<file path="src/hdl/jac_pkg.sv">
// Shared types and constants for the joystick axis calibrator.
// No dependencies.
package jac_pkg;

    localparam int SAMPLE_BITS = 16;
    localparam int FRAC_BITS   = 14;
    localparam int ADDR_W      = 5;
    localparam int DATA_W      = 32;

    typedef enum logic [2:0] {
        REG_CAL_MIN    = 3'd0,
        REG_CAL_MAX    = 3'd1,
        REG_CAL_ZERO   = 3'd2,
        REG_CAL_PRES   = 3'd3,
        REG_INVERT     = 3'd4,
        REG_THROTTLE   = 3'd5,
        REG_THR_SIGNED = 3'd6,
        REG_DEADZONE   = 3'd7
    } t_reg_idx;

    typedef struct packed {
        logic have;   // calibration loaded
        logic inv;    // invert result
        logic thr;    // throttle handling
        logic ut;     // unsigned throttle path
    } t_mode;

endpackage

</file>
<file path="src/hdl/jac_front.sv">
// Front stages: range differences, then magnitudes and ratio special-case flags.
// Depends on jac_pkg.
module jac_front #(
    parameter int SAMPLE_BITS = jac_pkg::SAMPLE_BITS,
    parameter int FRAC_BITS   = jac_pkg::FRAC_BITS
) (
    input  logic                          i_clk,
    input  logic                          i_rst_n,
    input  logic                          i_valid,
    input  logic signed [SAMPLE_BITS-1:0] i_raw,
    input  logic signed [SAMPLE_BITS-1:0] i_min,
    input  logic signed [SAMPLE_BITS-1:0] i_max,
    input  logic signed [SAMPLE_BITS-1:0] i_zero,
    input  jac_pkg::t_mode                i_mode,
    input  logic [FRAC_BITS:0]            i_dz,
    output logic                          o_valid,
    output logic [SAMPLE_BITS:0]          o_an1,
    output logic [SAMPLE_BITS:0]          o_ad1,
    output logic [SAMPLE_BITS:0]          o_an2,
    output logic [SAMPLE_BITS:0]          o_ad2,
    output logic                          o_zero1,
    output logic                          o_full1,
    output logic                          o_zero2,
    output logic                          o_full2,
    output logic                          o_lin,
    output jac_pkg::t_mode                o_mode,
    output logic [FRAC_BITS:0]            o_dz
);
    localparam int D = SAMPLE_BITS + 1;

    function automatic logic [D-1:0] f_abs(input logic signed [D-1:0] v);
        f_abs = v[D-1] ? D'(-v) : D'(v);
    endfunction

    logic signed [D-1:0] w_raw, w_min, w_max, w_zero, w_cc;
    logic signed [D-1:0] n_n1, n_d1, n_n2, n_rng, n_zd;
    logic signed [D-1:0] r_n1, r_d1, r_n2, r_rng, r_zd;
    logic                r_vld1;
    jac_pkg::t_mode      r_mode1;
    logic [FRAC_BITS:0]  r_dz1;

    assign w_raw  = {i_raw[SAMPLE_BITS-1], i_raw};
    assign w_min  = {i_min[SAMPLE_BITS-1], i_min};
    assign w_max  = {i_max[SAMPLE_BITS-1], i_max};
    assign w_zero = {i_zero[SAMPLE_BITS-1], i_zero};

    always_comb begin
        if (w_zero < w_min) begin
            w_cc = w_min;
        end else if (w_zero < w_max) begin
            w_cc = w_zero;
        end else begin
            w_cc = w_max;
        end
        n_rng = w_max - w_min;
        n_zd  = w_zero - w_min;
        n_n2  = w_cc - w_min;
        n_n1  = i_mode.ut ? (w_raw - w_zero) : (w_raw - w_min);
        n_d1  = i_mode.ut ? (w_max - w_zero) : n_rng;
    end

    always_ff @(posedge i_clk) begin
        if (!i_rst_n) begin
            r_vld1 <= 1'b0;
        end else begin
            r_vld1 <= i_valid;
        end
    end

    always_ff @(posedge i_clk) begin
        r_n1    <= n_n1;
        r_d1    <= n_d1;
        r_n2    <= n_n2;
        r_rng   <= n_rng;
        r_zd    <= n_zd;
        r_mode1 <= i_mode;
        r_dz1   <= i_dz;
    end

    // stage 2
    logic [D-1:0] n_an1, n_ad1, n_an2, n_ad2;
    logic [D+1:0] w_zd4;
    logic         n_zero1, n_full1, n_zero2, n_full2, n_lin;

    always_comb begin
        n_an1   = f_abs(r_n1);
        n_ad1   = f_abs(r_d1);
        n_an2   = f_abs(r_n2);
        n_ad2   = f_abs(r_rng);
        n_zero1 = (r_d1 == '0) || (r_n1 == '0) || (r_n1[D-1] != r_d1[D-1]);
        n_zero2 = (r_rng == '0) || (r_n2 == '0) || (r_n2[D-1] != r_rng[D-1]);
        n_full1 = n_an1 >= n_ad1;
        n_full2 = n_an2 >= n_ad2;
        w_zd4   = {f_abs(r_zd), 2'b00};
        n_lin   = r_rng[D-1] || ((r_rng != '0) && (w_zd4 < {2'b00, r_rng}));
    end

    always_ff @(posedge i_clk) begin
        if (!i_rst_n) begin
            o_valid <= 1'b0;
        end else begin
            o_valid <= r_vld1;
        end
    end

    always_ff @(posedge i_clk) begin
        o_an1   <= n_an1;
        o_ad1   <= n_ad1;
        o_an2   <= n_an2;
        o_ad2   <= n_ad2;
        o_zero1 <= n_zero1;
        o_full1 <= n_full1;
        o_zero2 <= n_zero2;
        o_full2 <= n_full2;
        o_lin   <= n_lin;
        o_mode  <= r_mode1;
        o_dz    <= r_dz1;
    end

endmodule

</file>
<file path="src/hdl/jac_div.sv">
// Pipelined restoring divider, one quotient bit per stage: floor(num*2^Q/den), num < den.
// Carries a sideband vector alongside. Depends on nothing.
module jac_div #(
    parameter int W  = 17,
    parameter int Q  = 14,
    parameter int PW = 1
) (
    input  logic          i_clk,
    input  logic          i_rst_n,
    input  logic          i_valid,
    input  logic [W-1:0]  i_num,
    input  logic [W-1:0]  i_den,
    input  logic [PW-1:0] i_side,
    output logic          o_valid,
    output logic [Q-1:0]  o_quot,
    output logic [PW-1:0] o_side
);
    logic          r_vld  [Q];
    logic [W-1:0]  r_rem  [Q];
    logic [W-1:0]  r_den  [Q];
    logic [Q-1:0]  r_quo  [Q];
    logic [PW-1:0] r_side [Q];

    for (genvar k = 0; k < Q; k++) begin : g_stage
        logic          w_vld_in;
        logic [W-1:0]  w_rem_in, w_den_in;
        logic [Q-1:0]  w_quo_in;
        logic [PW-1:0] w_side_in;
        logic [W:0]    w_shift;
        logic          n_ge;
        logic [W-1:0]  n_rem;

        if (k == 0) begin : g_first
            assign w_vld_in  = i_valid;
            assign w_rem_in  = i_num;
            assign w_den_in  = i_den;
            assign w_quo_in  = '0;
            assign w_side_in = i_side;
        end else begin : g_next
            assign w_vld_in  = r_vld[k-1];
            assign w_rem_in  = r_rem[k-1];
            assign w_den_in  = r_den[k-1];
            assign w_quo_in  = r_quo[k-1];
            assign w_side_in = r_side[k-1];
        end

        always_comb begin
            w_shift = {w_rem_in, 1'b0};
            n_ge    = w_shift >= {1'b0, w_den_in};
            n_rem   = n_ge ? W'(w_shift - {1'b0, w_den_in}) : W'(w_shift);
        end

        always_ff @(posedge i_clk) begin
            if (!i_rst_n) begin
                r_vld[k] <= 1'b0;
            end else begin
                r_vld[k] <= w_vld_in;
            end
        end

        always_ff @(posedge i_clk) begin
            r_rem[k]  <= n_rem;
            r_den[k]  <= w_den_in;
            r_quo[k]  <= {w_quo_in[Q-2:0], n_ge};
            r_side[k] <= w_side_in;
        end
    end

    assign o_valid = r_vld[Q-1];
    assign o_quot  = r_quo[Q-1];
    assign o_side  = r_side[Q-1];

endmodule

</file>
<file path="src/hdl/jac_mid.sv">
// Middle stages: resolve position and center ratios, pick side span and offset.
// Depends on jac_pkg parameters only through its own.
module jac_mid #(
    parameter int FRAC_BITS = jac_pkg::FRAC_BITS,
    parameter int SW        = 1
) (
    input  logic                 i_clk,
    input  logic                 i_rst_n,
    input  logic                 i_valid,
    input  logic [FRAC_BITS-1:0] i_q1,
    input  logic [FRAC_BITS-1:0] i_q2,
    input  logic                 i_zero1,
    input  logic                 i_full1,
    input  logic                 i_zero2,
    input  logic                 i_full2,
    input  logic [SW-1:0]        i_side,
    output logic                 o_valid,
    output logic [FRAC_BITS:0]   o_num,
    output logic [FRAC_BITS:0]   o_span,
    output logic                 o_full,
    output logic                 o_neg,
    output logic [FRAC_BITS:0]   o_p,
    output logic [SW-1:0]        o_side
);
    localparam logic [FRAC_BITS:0] ONE = {1'b1, {FRAC_BITS{1'b0}}};
    localparam logic [FRAC_BITS:0] LSB = {{FRAC_BITS{1'b0}}, 1'b1};

    logic [FRAC_BITS:0] n_p, n_c, n_lo, n_hi, w_hi;
    logic [FRAC_BITS:0] r_p, r_c, r_lo, r_hi;
    logic [SW-1:0]      r_side;
    logic               r_vld;

    always_comb begin
        n_p  = i_zero1 ? '0 : (i_full1 ? ONE : {1'b0, i_q1});
        n_c  = i_zero2 ? '0 : (i_full2 ? ONE : {1'b0, i_q2});
        n_lo = (n_c == '0) ? LSB : n_c;
        w_hi = ONE - n_c;
        n_hi = (w_hi == '0) ? LSB : w_hi;
    end

    always_ff @(posedge i_clk) begin
        if (!i_rst_n) begin
            r_vld <= 1'b0;
        end else begin
            r_vld <= i_valid;
        end
    end

    always_ff @(posedge i_clk) begin
        r_p    <= n_p;
        r_c    <= n_c;
        r_lo   <= n_lo;
        r_hi   <= n_hi;
        r_side <= i_side;
    end

    logic               n_neg, n_full;
    logic [FRAC_BITS:0] n_num, n_span;

    always_comb begin
        n_neg  = r_p < r_c;
        n_num  = n_neg ? (r_c - r_p) : (r_p - r_c);
        n_span = n_neg ? r_lo : r_hi;
        n_full = n_num >= n_span;
    end

    always_ff @(posedge i_clk) begin
        if (!i_rst_n) begin
            o_valid <= 1'b0;
        end else begin
            o_valid <= r_vld;
        end
    end

    always_ff @(posedge i_clk) begin
        o_num  <= n_num;
        o_span <= n_span;
        o_full <= n_full;
        o_neg  <= n_neg;
        o_p    <= r_p;
        o_side <= r_side;
    end

endmodule

</file>
<file path="src/hdl/jac_back.sv">
// Output stage: mode select, deadzone, inversion.
// Depends on jac_pkg.
module jac_back #(
    parameter int FRAC_BITS = jac_pkg::FRAC_BITS
) (
    input  logic                       i_clk,
    input  logic                       i_rst_n,
    input  logic                       i_valid,
    input  logic [FRAC_BITS-1:0]       i_q,
    input  logic                       i_full,
    input  logic                       i_neg,
    input  logic [FRAC_BITS:0]         i_p,
    input  jac_pkg::t_mode             i_mode,
    input  logic                       i_lin,
    input  logic [FRAC_BITS:0]         i_dz,
    output logic                       o_valid,
    output logic signed [FRAC_BITS+1:0] o_axis
);
    localparam int O = FRAC_BITS + 2;
    localparam logic [FRAC_BITS:0] ONE   = {1'b1, {FRAC_BITS{1'b0}}};
    localparam logic [O:0]         ONE_X = {2'b00, ONE};

    logic [FRAC_BITS:0]  w_amag, w_uv;
    logic signed [O-1:0] w_sa, w_lv, w_pre, w_sig, n_out;
    logic [O-1:0]        w_mag;
    logic [O:0]          w_lv_x;

    always_comb begin
        w_amag = i_full ? ONE : {1'b0, i_q};
        w_sa   = i_neg ? -$signed({1'b0, w_amag}) : $signed({1'b0, w_amag});
        w_lv_x = {1'b0, i_p, 1'b0} - ONE_X;
        w_lv   = $signed(w_lv_x[O-1:0]);
        w_pre  = (i_mode.thr && i_lin) ? w_lv : w_sa;
        w_mag  = w_pre[O-1] ? O'(-w_pre) : O'(w_pre);
        w_sig  = (!i_mode.have || (w_mag < {1'b0, i_dz})) ? '0 : w_pre;
        w_uv   = i_mode.have ? i_p : '0;
        if (i_mode.ut) begin
            n_out = i_mode.inv ? $signed({1'b0, ONE - w_uv}) : $signed({1'b0, w_uv});
        end else begin
            n_out = i_mode.inv ? -w_sig : w_sig;
        end
    end

    always_ff @(posedge i_clk) begin
        if (!i_rst_n) begin
            o_valid <= 1'b0;
        end else begin
            o_valid <= i_valid;
        end
    end

    always_ff @(posedge i_clk) begin
        o_axis <= n_out;
    end

endmodule

</file>
<file path="src/hdl/joystick_axis_calibrator.sv">
// Joystick axis calibrator, top level: register file and pipeline assembly.
// Depends on jac_pkg, jac_front, jac_div, jac_mid, jac_back.
//
// Usage:
//   Raise start with i_raw_sample; the sample is taken on any clock edge with
//   start high and busy low. busy is always low, so one sample per cycle.
//   Each sample yields exactly one result: o_valid pulses for one cycle with
//   o_axis_out (Q1.FRAC_BITS, 1.0 = 2^FRAC_BITS), results in input order.
//   Each result passes through five stages of range, span and output logic and
//   restoring dividers of FRAC_BITS stages each: two in parallel for position
//   and center ratios, one for side rescale. Throughput: one per cycle.
//   The receiver cannot stall; results must be taken when o_valid is high.
//   Calibration registers sit on the APB port at byte address 4*index; write
//   them only while the pipeline is empty. pready is always high.
//   Reset (i_rst_n low, synchronous) empties the pipeline and restores the
//   registers: min/max span the full sample range, zero point 0, calibration
//   absent, deadzone 0.05 of full scale.
module joystick_axis_calibrator #(
    parameter int SAMPLE_BITS = jac_pkg::SAMPLE_BITS,
    parameter int FRAC_BITS   = jac_pkg::FRAC_BITS
) (
    input  logic                          i_clk,
    input  logic                          i_rst_n,
    input  logic                          start,
    output logic                          busy,
    input  logic signed [SAMPLE_BITS-1:0] i_raw_sample,
    output logic                          o_valid,
    output logic signed [FRAC_BITS+1:0]   o_axis_out,
    input  logic                          psel,
    input  logic                          penable,
    input  logic                          pwrite,
    input  logic [jac_pkg::ADDR_W-1:0]    paddr,
    input  logic [jac_pkg::DATA_W-1:0]    pwdata,
    output logic [jac_pkg::DATA_W-1:0]    prdata,
    output logic                          pready
);
    localparam int D  = SAMPLE_BITS + 1;
    localparam int V  = FRAC_BITS + 1;
    localparam int MW = $bits(jac_pkg::t_mode);
    localparam int P1 = 3 + MW + V;
    localparam int SW = 1 + MW + V;
    localparam int P2 = 2 + V + SW;
    localparam int DZ_RESET = ((1 << FRAC_BITS) * 5) / 100;

    logic [SAMPLE_BITS-1:0] r_cal_min, r_cal_max, r_cal_zero;
    logic                   r_present, r_invert, r_throttle, r_thr_signed;
    logic [FRAC_BITS:0]     r_deadzone;
    jac_pkg::t_reg_idx      w_idx;

    assign busy   = 1'b0;
    assign pready = 1'b1;
    assign w_idx  = jac_pkg::t_reg_idx'(paddr[4:2]);

    always_ff @(posedge i_clk) begin
        if (!i_rst_n) begin
            r_cal_min    <= {1'b1, {(SAMPLE_BITS-1){1'b0}}};
            r_cal_max    <= {1'b0, {(SAMPLE_BITS-1){1'b1}}};
            r_cal_zero   <= '0;
            r_present    <= 1'b0;
            r_invert     <= 1'b0;
            r_throttle   <= 1'b0;
            r_thr_signed <= 1'b0;
            r_deadzone   <= V'(DZ_RESET);
        end else if (psel && penable && pwrite) begin
            case (w_idx)
                jac_pkg::REG_CAL_MIN:    r_cal_min    <= pwdata[SAMPLE_BITS-1:0];
                jac_pkg::REG_CAL_MAX:    r_cal_max    <= pwdata[SAMPLE_BITS-1:0];
                jac_pkg::REG_CAL_ZERO:   r_cal_zero   <= pwdata[SAMPLE_BITS-1:0];
                jac_pkg::REG_CAL_PRES:   r_present    <= pwdata[0];
                jac_pkg::REG_INVERT:     r_invert     <= pwdata[0];
                jac_pkg::REG_THROTTLE:   r_throttle   <= pwdata[0];
                jac_pkg::REG_THR_SIGNED: r_thr_signed <= pwdata[0];
                jac_pkg::REG_DEADZONE:   r_deadzone   <= pwdata[FRAC_BITS:0];
                default: ;
            endcase
        end
    end

    always_comb begin
        case (w_idx)
            jac_pkg::REG_CAL_MIN:    prdata = jac_pkg::DATA_W'(r_cal_min);
            jac_pkg::REG_CAL_MAX:    prdata = jac_pkg::DATA_W'(r_cal_max);
            jac_pkg::REG_CAL_ZERO:   prdata = jac_pkg::DATA_W'(r_cal_zero);
            jac_pkg::REG_CAL_PRES:   prdata = jac_pkg::DATA_W'(r_present);
            jac_pkg::REG_INVERT:     prdata = jac_pkg::DATA_W'(r_invert);
            jac_pkg::REG_THROTTLE:   prdata = jac_pkg::DATA_W'(r_throttle);
            jac_pkg::REG_THR_SIGNED: prdata = jac_pkg::DATA_W'(r_thr_signed);
            jac_pkg::REG_DEADZONE:   prdata = jac_pkg::DATA_W'(r_deadzone);
            default:                 prdata = '0;
        endcase
    end

    jac_pkg::t_mode w_mode;
    assign w_mode.have = r_present;
    assign w_mode.inv  = r_invert;
    assign w_mode.thr  = r_throttle;
    assign w_mode.ut   = r_throttle && !r_thr_signed;

    // front
    logic           f_valid, f_zero1, f_full1, f_zero2, f_full2, f_lin;
    logic [D-1:0]   f_an1, f_ad1, f_an2, f_ad2;
    jac_pkg::t_mode f_mode;
    logic [V-1:0]   f_dz;

    jac_front #(.SAMPLE_BITS(SAMPLE_BITS), .FRAC_BITS(FRAC_BITS)) u_front (
        .i_clk(i_clk), .i_rst_n(i_rst_n), .i_valid(start && !busy),
        .i_raw(i_raw_sample), .i_min($signed(r_cal_min)), .i_max($signed(r_cal_max)),
        .i_zero($signed(r_cal_zero)), .i_mode(w_mode), .i_dz(r_deadzone),
        .o_valid(f_valid), .o_an1(f_an1), .o_ad1(f_ad1), .o_an2(f_an2), .o_ad2(f_ad2),
        .o_zero1(f_zero1), .o_full1(f_full1), .o_zero2(f_zero2), .o_full2(f_full2),
        .o_lin(f_lin), .o_mode(f_mode), .o_dz(f_dz)
    );

    // position and center ratios
    logic                 p_valid, c_valid;
    logic [FRAC_BITS-1:0] p_quot, c_quot;
    logic [P1-1:0]        p_side;
    logic [1:0]           c_side;

    jac_div #(.W(D), .Q(FRAC_BITS), .PW(P1)) u_div_pos (
        .i_clk(i_clk), .i_rst_n(i_rst_n), .i_valid(f_valid),
        .i_num(f_an1), .i_den(f_ad1), .i_side({f_zero1, f_full1, f_lin, f_mode, f_dz}),
        .o_valid(p_valid), .o_quot(p_quot), .o_side(p_side)
    );

    jac_div #(.W(D), .Q(FRAC_BITS), .PW(2)) u_div_ctr (
        .i_clk(i_clk), .i_rst_n(i_rst_n), .i_valid(f_valid),
        .i_num(f_an2), .i_den(f_ad2), .i_side({f_zero2, f_full2}),
        .o_valid(c_valid), .o_quot(c_quot), .o_side(c_side)
    );

    // side rescale setup
    logic          m_valid, m_full, m_neg;
    logic [V-1:0]  m_num, m_span, m_p;
    logic [SW-1:0] m_side;

    jac_mid #(.FRAC_BITS(FRAC_BITS), .SW(SW)) u_mid (
        .i_clk(i_clk), .i_rst_n(i_rst_n), .i_valid(p_valid && c_valid),
        .i_q1(p_quot), .i_q2(c_quot),
        .i_zero1(p_side[P1-1]), .i_full1(p_side[P1-2]),
        .i_zero2(c_side[1]), .i_full2(c_side[0]),
        .i_side(p_side[SW-1:0]),
        .o_valid(m_valid), .o_num(m_num), .o_span(m_span), .o_full(m_full),
        .o_neg(m_neg), .o_p(m_p), .o_side(m_side)
    );

    // side rescale
    logic                 s_valid;
    logic [FRAC_BITS-1:0] s_quot;
    logic [P2-1:0]        s_side;

    jac_div #(.W(V), .Q(FRAC_BITS), .PW(P2)) u_div_side (
        .i_clk(i_clk), .i_rst_n(i_rst_n), .i_valid(m_valid),
        .i_num(m_num), .i_den(m_span), .i_side({m_full, m_neg, m_p, m_side}),
        .o_valid(s_valid), .o_quot(s_quot), .o_side(s_side)
    );

    jac_back #(.FRAC_BITS(FRAC_BITS)) u_back (
        .i_clk(i_clk), .i_rst_n(i_rst_n), .i_valid(s_valid), .i_q(s_quot),
        .i_full(s_side[P2-1]), .i_neg(s_side[P2-2]), .i_p(s_side[P2-3 -: V]),
        .i_mode(jac_pkg::t_mode'(s_side[V +: MW])), .i_lin(s_side[SW-1]),
        .i_dz(s_side[V-1:0]),
        .o_valid(o_valid), .o_axis(o_axis_out)
    );

endmodule
</file>
<file path="config.mk">
export PLATFORM = sky130hd
export DESIGN_NAME = joystick_axis_calibrator
export DESIGN_NICKNAME = d
export VERILOG_FILES = /design/src/hdl/jac_pkg.sv /design/src/hdl/jac_front.sv /design/src/hdl/jac_div.sv /design/src/hdl/jac_mid.sv /design/src/hdl/jac_back.sv /design/src/hdl/joystick_axis_calibrator.sv
export SDC_FILE = /design/constraint.sdc
export NUM_CORES = 2
export LEC_CHECK = 0
export BUFFER_PORTS_ARGS = -buffer_cell sky130_fd_sc_hd__buf_2
export CORE_MARGIN = 2
export CORE_UTILIZATION = 40
export CTS_BUF_LIST = sky130_fd_sc_hd__clkbuf_4 sky130_fd_sc_hd__clkbuf_8
export DETAILED_ROUTE_END_ITERATION = 16
export SYNTH_ARGS = -nofsm -noshare
export SYNTH_HDL_FRONTEND = slang
export SYNTH_SLANG_ARGS = --single-unit
</file>
<file path="constraint.sdc">
create_clock -name i_clk -period 5.8 [get_ports i_clk]
set_clock_uncertainty 0.15 [all_clocks]
set_input_delay 0.58 -clock i_clk [delete_from_list [all_inputs] [get_ports i_clk]]
set_output_delay 0.58 -clock i_clk [all_outputs]
set_load 0.005 [all_outputs]
</file>
==> impl_results.html <==
<table>
<tr><th>Metric</th><th>Value</th></tr>
<tr><th colspan="2">Yosys</th></tr>
<tr><td>Area contributors post-synth</td><td>sky130_fd_sc_hd__dfxtp_1 (53%), sky130_fd_sc_hd__ha_1 (10%), sky130_fd_sc_hd__inv_1 (3.6%)</td></tr>
<tr><td>Primary flip-flop cell chosen by synthesis mapping</td><td>sky130_fd_sc_hd__dfxtp_1</td></tr>
<tr><td>Sequential-to-total area share from yosys stat</td><td>a little over half</td></tr>
<tr><td>Count of state elements after synthesis</td><td>~2,900</td></tr>
<tr><td>Number of distinct library cell variants in the gate-level netlist after synthesis</td><td>88</td></tr>
<tr><td>Count of synthesis-stage warnings from yosys</td><td>0</td></tr>
<tr><td>Post-synth design cell area</td><td>~110,000 um^2</td></tr>
<tr><td>Fraction of synthesized cell area taken by the top area cell type</td><td>between 50% and 60%</td></tr>
<tr><td>Post-synthesis cell type with the largest combined area</td><td>sky130_fd_sc_hd__dfxtp_1</td></tr>
<tr><td>Average instance area after synthesis</td><td>between 10 and 15 um^2</td></tr>
<tr><td>EDFF count, synth</td><td>0</td></tr>
<tr><td>Async S/R FF share, synth</td><td>0%</td></tr>
<tr><td>Most instantiated library cell after synthesis</td><td>sky130_fd_sc_hd__dfxtp_1</td></tr>
<tr><td>Cells after synthesis</td><td>about 11,000</td></tr>
<tr><td>Post-synth top cells</td><td>sky130_fd_sc_hd__dfxtp_1 (2,902), sky130_fd_sc_hd__inv_1 (1,037), sky130_fd_sc_hd__ha_1 (880)</td></tr>
<tr><th colspan="2">Global route</th></tr>
<tr><td>Maximum number of pins on one net before global-route repair</td><td>between 60 and 70</td></tr>
<tr><td>Antenna violations before repair</td><td>5</td></tr>
<tr><td>Via count of the first global-routing pass</td><td>~74,000</td></tr>
<tr><td>Overall overflow remaining after global route</td><td>0</td></tr>
<tr><td>Global-route usage over all layers</td><td>16.2%</td></tr>
<tr><td>Wire length of the first global-routing pass</td><td>373,000 um</td></tr>
<tr><th colspan="2">Min path</th></tr>
<tr><td>Number of cells on the worst hold path</td><td>0</td></tr>
<tr><td>Kind of path behind the tightest hold check</td><td>reg2reg</td></tr>
<tr><td>Hold Crit Start</td><td>u_div_ctr.r_quo[1][4]</td></tr>
<tr><td>Capture endpoint of the worst hold path</td><td>u_div_ctr.r_quo[1][19]</td></tr>
<tr><th colspan="2">Cells and area</th></tr>
<tr><td>Number of fillers in the final layout</td><td>between 20,000 and 25,000</td></tr>
<tr><td>Fraction of final layout cells with drive strength greater than 1</td><td>a little under an eighth</td></tr>
<tr><td>Area Overhead vs Synth</td><td>14.0%</td></tr>
<tr><td>Net count reported at finish</td><td>~12,000</td></tr>
<tr><td>Final standard cell utilization of the core</td><td>a little under half</td></tr>
<tr><th colspan="2">Floorplanning</th></tr>
<tr><td>Floorplan core area</td><td>about 270,000 um^2</td></tr>
<tr><td>Initial standard-cell utilization of the core</td><td>about two fifths</td></tr>
<tr><td>Site row count</td><td>191</td></tr>
<tr><td>Die footprint</td><td>~280,000 um^2</td></tr>
<tr><td>Ports placed on the boundary</td><td>110</td></tr>
<tr><td>Horizontal die dimension</td><td>about 530 um</td></tr>
<tr><td>Die Span Y</td><td>roughly 530 um</td></tr>
<tr><th colspan="2">Clock tree</th></tr>
<tr><td>Clock tree root driver cell</td><td>sky130_fd_sc_hd__clkbuf_8</td></tr>
<tr><td>Clock net sink count</td><td>roughly 2,900</td></tr>
<tr><td>Maximum level of the CTS H-tree</td><td>5</td></tr>
<tr><td>Clock slew at reported path FFs</td><td>roughly 60 ps</td></tr>
<tr><td>Insertion delay of the later-clocked pin in the worst-skew pair</td><td>1100 ps</td></tr>
<tr><td>Clock tree from TritonCTS</td><td>built</td></tr>
<tr><td>Setup repair bufs after CTS</td><td>0</td></tr>
<tr><td>Clock Path Buffers</td><td>4</td></tr>
<tr><td>Clock buffer count from CTS</td><td>around 450</td></tr>
<tr><th colspan="2">Timing</th></tr>
<tr><td>Worst rel slew slack</td><td>roughly a quarter</td></tr>
<tr><td>Final Worst Setup Slack</td><td>roughly 360 ps</td></tr>
<tr><td>Max-slew violation count</td><td>0</td></tr>
<tr><td>Number of hold violations in the final report</td><td>0</td></tr>
<tr><td>Final TNS setup</td><td>0 ps</td></tr>
<tr><td>Share of the clock period used by the worst path</td><td>approximately 94%</td></tr>
<tr><td>Worst slew pin tran</td><td>roughly 1100 ps</td></tr>
<tr><td>Fmax</td><td>between 150 and 200 MHz</td></tr>
<tr><td>Final worst path period need</td><td>around 5400 ps</td></tr>
<tr><td>Final number of setup-violating endpoints</td><td>0</td></tr>
<tr><th colspan="2">Worst setup path</th></tr>
<tr><td>Startpoint of the lowest-slack register-to-register path</td><td>r_cal_min[2]</td></tr>
<tr><td>CP endpoint kind</td><td>register</td></tr>
<tr><td>Slowest cell delay on critical path</td><td>around 420 ps</td></tr>
<tr><td>Type of element launching the critical path</td><td>register</td></tr>
<tr><td>Data required time of the critical path</td><td>between 6000 and 7000 ps</td></tr>
<tr><td>Buf+Inv Stages, Crit Path</td><td>3</td></tr>
<tr><td>Destination of the worst register-to-register timing path</td><td>u_front.r_n2[16]</td></tr>
<tr><td>Worst-path cell with the longest stage delay</td><td>sky130_fd_sc_hd__a2111oi_2</td></tr>
<tr><td>Kind of cell adding the most delay to the critical path</td><td>compound AO/OA/AOI/OAI gates</td></tr>
<tr><td>Maximum fanout encountered on the critical timing path</td><td>4</td></tr>
<tr><td>Ordered list of cells on the worst path</td><td>inv_1 &gt; ha_1 &gt; o21a_1 &gt; o31a_1 &gt; o211ai_1 &gt; a21oi_1 &gt; o31ai_2 &gt; o21ai_1 &gt; o21a_1 &gt; o21ba_2 &gt; mux2i_1 &gt; ha_1 &gt; inv_1 &gt; fa_1 &gt; a21o_1 &gt; a21oi_1 &gt; o21bai_1 &gt; a2111oi_2 &gt; buf_4 &gt; o31ai_2 &gt; nor4_1 &gt; nor4b_1 &gt; o21ai_0 &gt; a31o_2</td></tr>
<tr><td>Worst Path Arrival</td><td>approximately 6200 ps</td></tr>
<tr><td>CP Class</td><td>reg2reg</td></tr>
<tr><td>Internal reg-to-reg setup slack</td><td>approximately 360 ps</td></tr>
<tr><td>Depth of the worst register-to-register path</td><td>24</td></tr>
<tr><th colspan="2">Pwr</th></tr>
<tr><td>Total power after layout</td><td>72.0 mW</td></tr>
<tr><td>Worst vdd rail ir drop</td><td>roughly 0.25 mV</td></tr>
<tr><td>Leakage power figure</td><td>between 50 and 60 nW</td></tr>
<tr><td>Total power density per cell area</td><td>between 500 and 600 nW/um^2</td></tr>
<tr><th colspan="2">Route</th></tr>
<tr><td>Violation count after the first detailed-routing iteration</td><td>around 3,500</td></tr>
<tr><td>Via-per-instance ratio</td><td>between 4 and 5</td></tr>
<tr><td>Sum of routed wire length over all layers</td><td>231,000 um</td></tr>
<tr><td>Vias</td><td>just over 70,000</td></tr>
<tr><td>Length of the first detailed-routing pass in iterations</td><td>9</td></tr>
<tr><td>DRC viols</td><td>0</td></tr>
<tr><td>Antenna viol nets, final</td><td>0</td></tr>
<tr><td>Routed len/inst</td><td>roughly 15 um</td></tr>
<tr><th colspan="2">Flow run</th></tr>
<tr><td>Max-capacitance violation count</td><td>0</td></tr>
<tr><th colspan="2">Placed design</th></tr>
<tr><td>Gpl congestion</td><td>slightly above 0.9</td></tr>
<tr><td>Worst setup timing slack at the placement stage</td><td>~250 ps</td></tr>
<tr><td>Port Buffer Count</td><td>between 70 and 80</td></tr>
<tr><td>HPWL Detailed</td><td>around 170,000 um</td></tr>
<tr><th colspan="2">Status</th></tr>
<tr><td>Status</td><td>finished, final reports clean</td></tr>
</table>
metal layers:
metal / global-route usage (%) / routed length (um) / vias to the layer above
met5: 0 / 14 / -
met4: 7.14 / 9370 / 2
met3: 2.54 / 8630 / 535
met2: 29.6 / 115000 / 1437
met1: 18.6 / 98500 / 33589
li1: - / - / 37039
power breakdown:
group	switching [mW]	internal, mW	leakage (nW)
Sequential	2.74	25.6	24.0
Clock	7.80	10.3	5.29
Combinational	13.9	11.7	29.7
placed cells by master, fill, tap and decap left out, types with 69 or more instances in the layout:
master / count
sky130_fd_sc_hd__buf_4: 94
sky130_fd_sc_hd__inv_1: 1037
sky130_fd_sc_hd__buf_2: 73
sky130_fd_sc_hd__o31ai_1: 69
sky130_fd_sc_hd__nor3_1: 165
sky130_fd_sc_hd__clkinv_2: 82
sky130_fd_sc_hd__clkbuf_4: 126
sky130_fd_sc_hd__nand2_1: 527
sky130_fd_sc_hd__or3_1: 101
sky130_fd_sc_hd__a21oi_1: 752
sky130_fd_sc_hd__clkbuf_8: 552
sky130_fd_sc_hd__and2_1: 125
sky130_fd_sc_hd__nand3_1: 116
sky130_fd_sc_hd__xnor2_1: 412
sky130_fd_sc_hd__o211ai_1: 81
sky130_fd_sc_hd__nor2b_1: 120
sky130_fd_sc_hd__xor2_1: 255
sky130_fd_sc_hd__nand4_1: 134
sky130_fd_sc_hd__ha_1: 880
sky130_fd_sc_hd__a21boi_0: 81
sky130_fd_sc_hd__mux2_2: 264
sky130_fd_sc_hd__a21o_1: 189
sky130_fd_sc_hd__o21a_1: 117
sky130_fd_sc_hd__nor2_1: 746
sky130_fd_sc_hd__and3_1: 75
sky130_fd_sc_hd__nand2b_1: 135
sky130_fd_sc_hd__dfxtp_1: 2902
sky130_fd_sc_hd__o21ai_0: 397
cell families after synthesis:
group           synth area share (%)
flops                           53.2
simple gates                    10.8
compound gates                  12.0
buf+inv                         4.30
fa+ha+maj                       10.9
xor+xnor                        5.35
mux                             3.34
other cells                  0.00688
worst max-delay path by stage:
stage	from	endpoint	slack, ps	depth (start not counted)
after floorplan	r_cal_min[1]	u_front.r_n2[16]	80	25
after global placement	r_cal_min[2]	u_front.r_n2[16]	140	24
after detailed placement	r_cal_min[2]	u_front.r_n2[16]	250	24
after CTS	r_cal_min[2]	u_front.r_n2[16]	200	24
after global routing	r_cal_min[2]	u_front.r_n2[16]	-10	24
final	r_cal_min[2]	u_front.r_n2[16]	360	24
layout make-up:
class                           instances  area [um^2]  share of cell area [%]
Antenna cell                            9         22.5                  0.0181
Clock buffer                          678         8540                    6.86
Clock inverter                        134         1390                    1.12
Inverter                             1038         3900                    3.13
Multi-Input combinational cell       6467        46500                    37.4
Sequential cell                      2902        58100                    46.7
Tap cell                             3570         4470                    3.59
Timing Repair Buffer                  213         1530                    1.23
flip-flops by register name (all words and copies together), names as in the netlist, 195 cells and up:
signal	count
u_div_pos.r_rem	221
u_div_side.r_side	518
u_div_ctr.r_den	221
u_div_side.r_den	195
u_div_ctr.r_rem	221
u_div_side.r_rem	195
u_div_pos.r_side	308
u_div_pos.r_den	221
through the flow:
stage | std cells | cell area, um^2 | hold slack [ps]
floorplan | 10595 | 109000 | 160
finish | 15011 | 124000 | 115
global placement | 14144 | 114000 | 160
CTS | 15002 | 124000 | 25.5
global route | 15011 | 124000 | 99.8
detailed placement | 14144 | 114000 | 162
what timing repair did:
item                                    4_1_cts  5_1_grt
endpoints found under the hold margin       117        0
endpoints found under the setup margin        0        7
hold buffers                                 46        0
resized for setup                             0       10
Note: power is estimated with default switching activity, not from simulation.
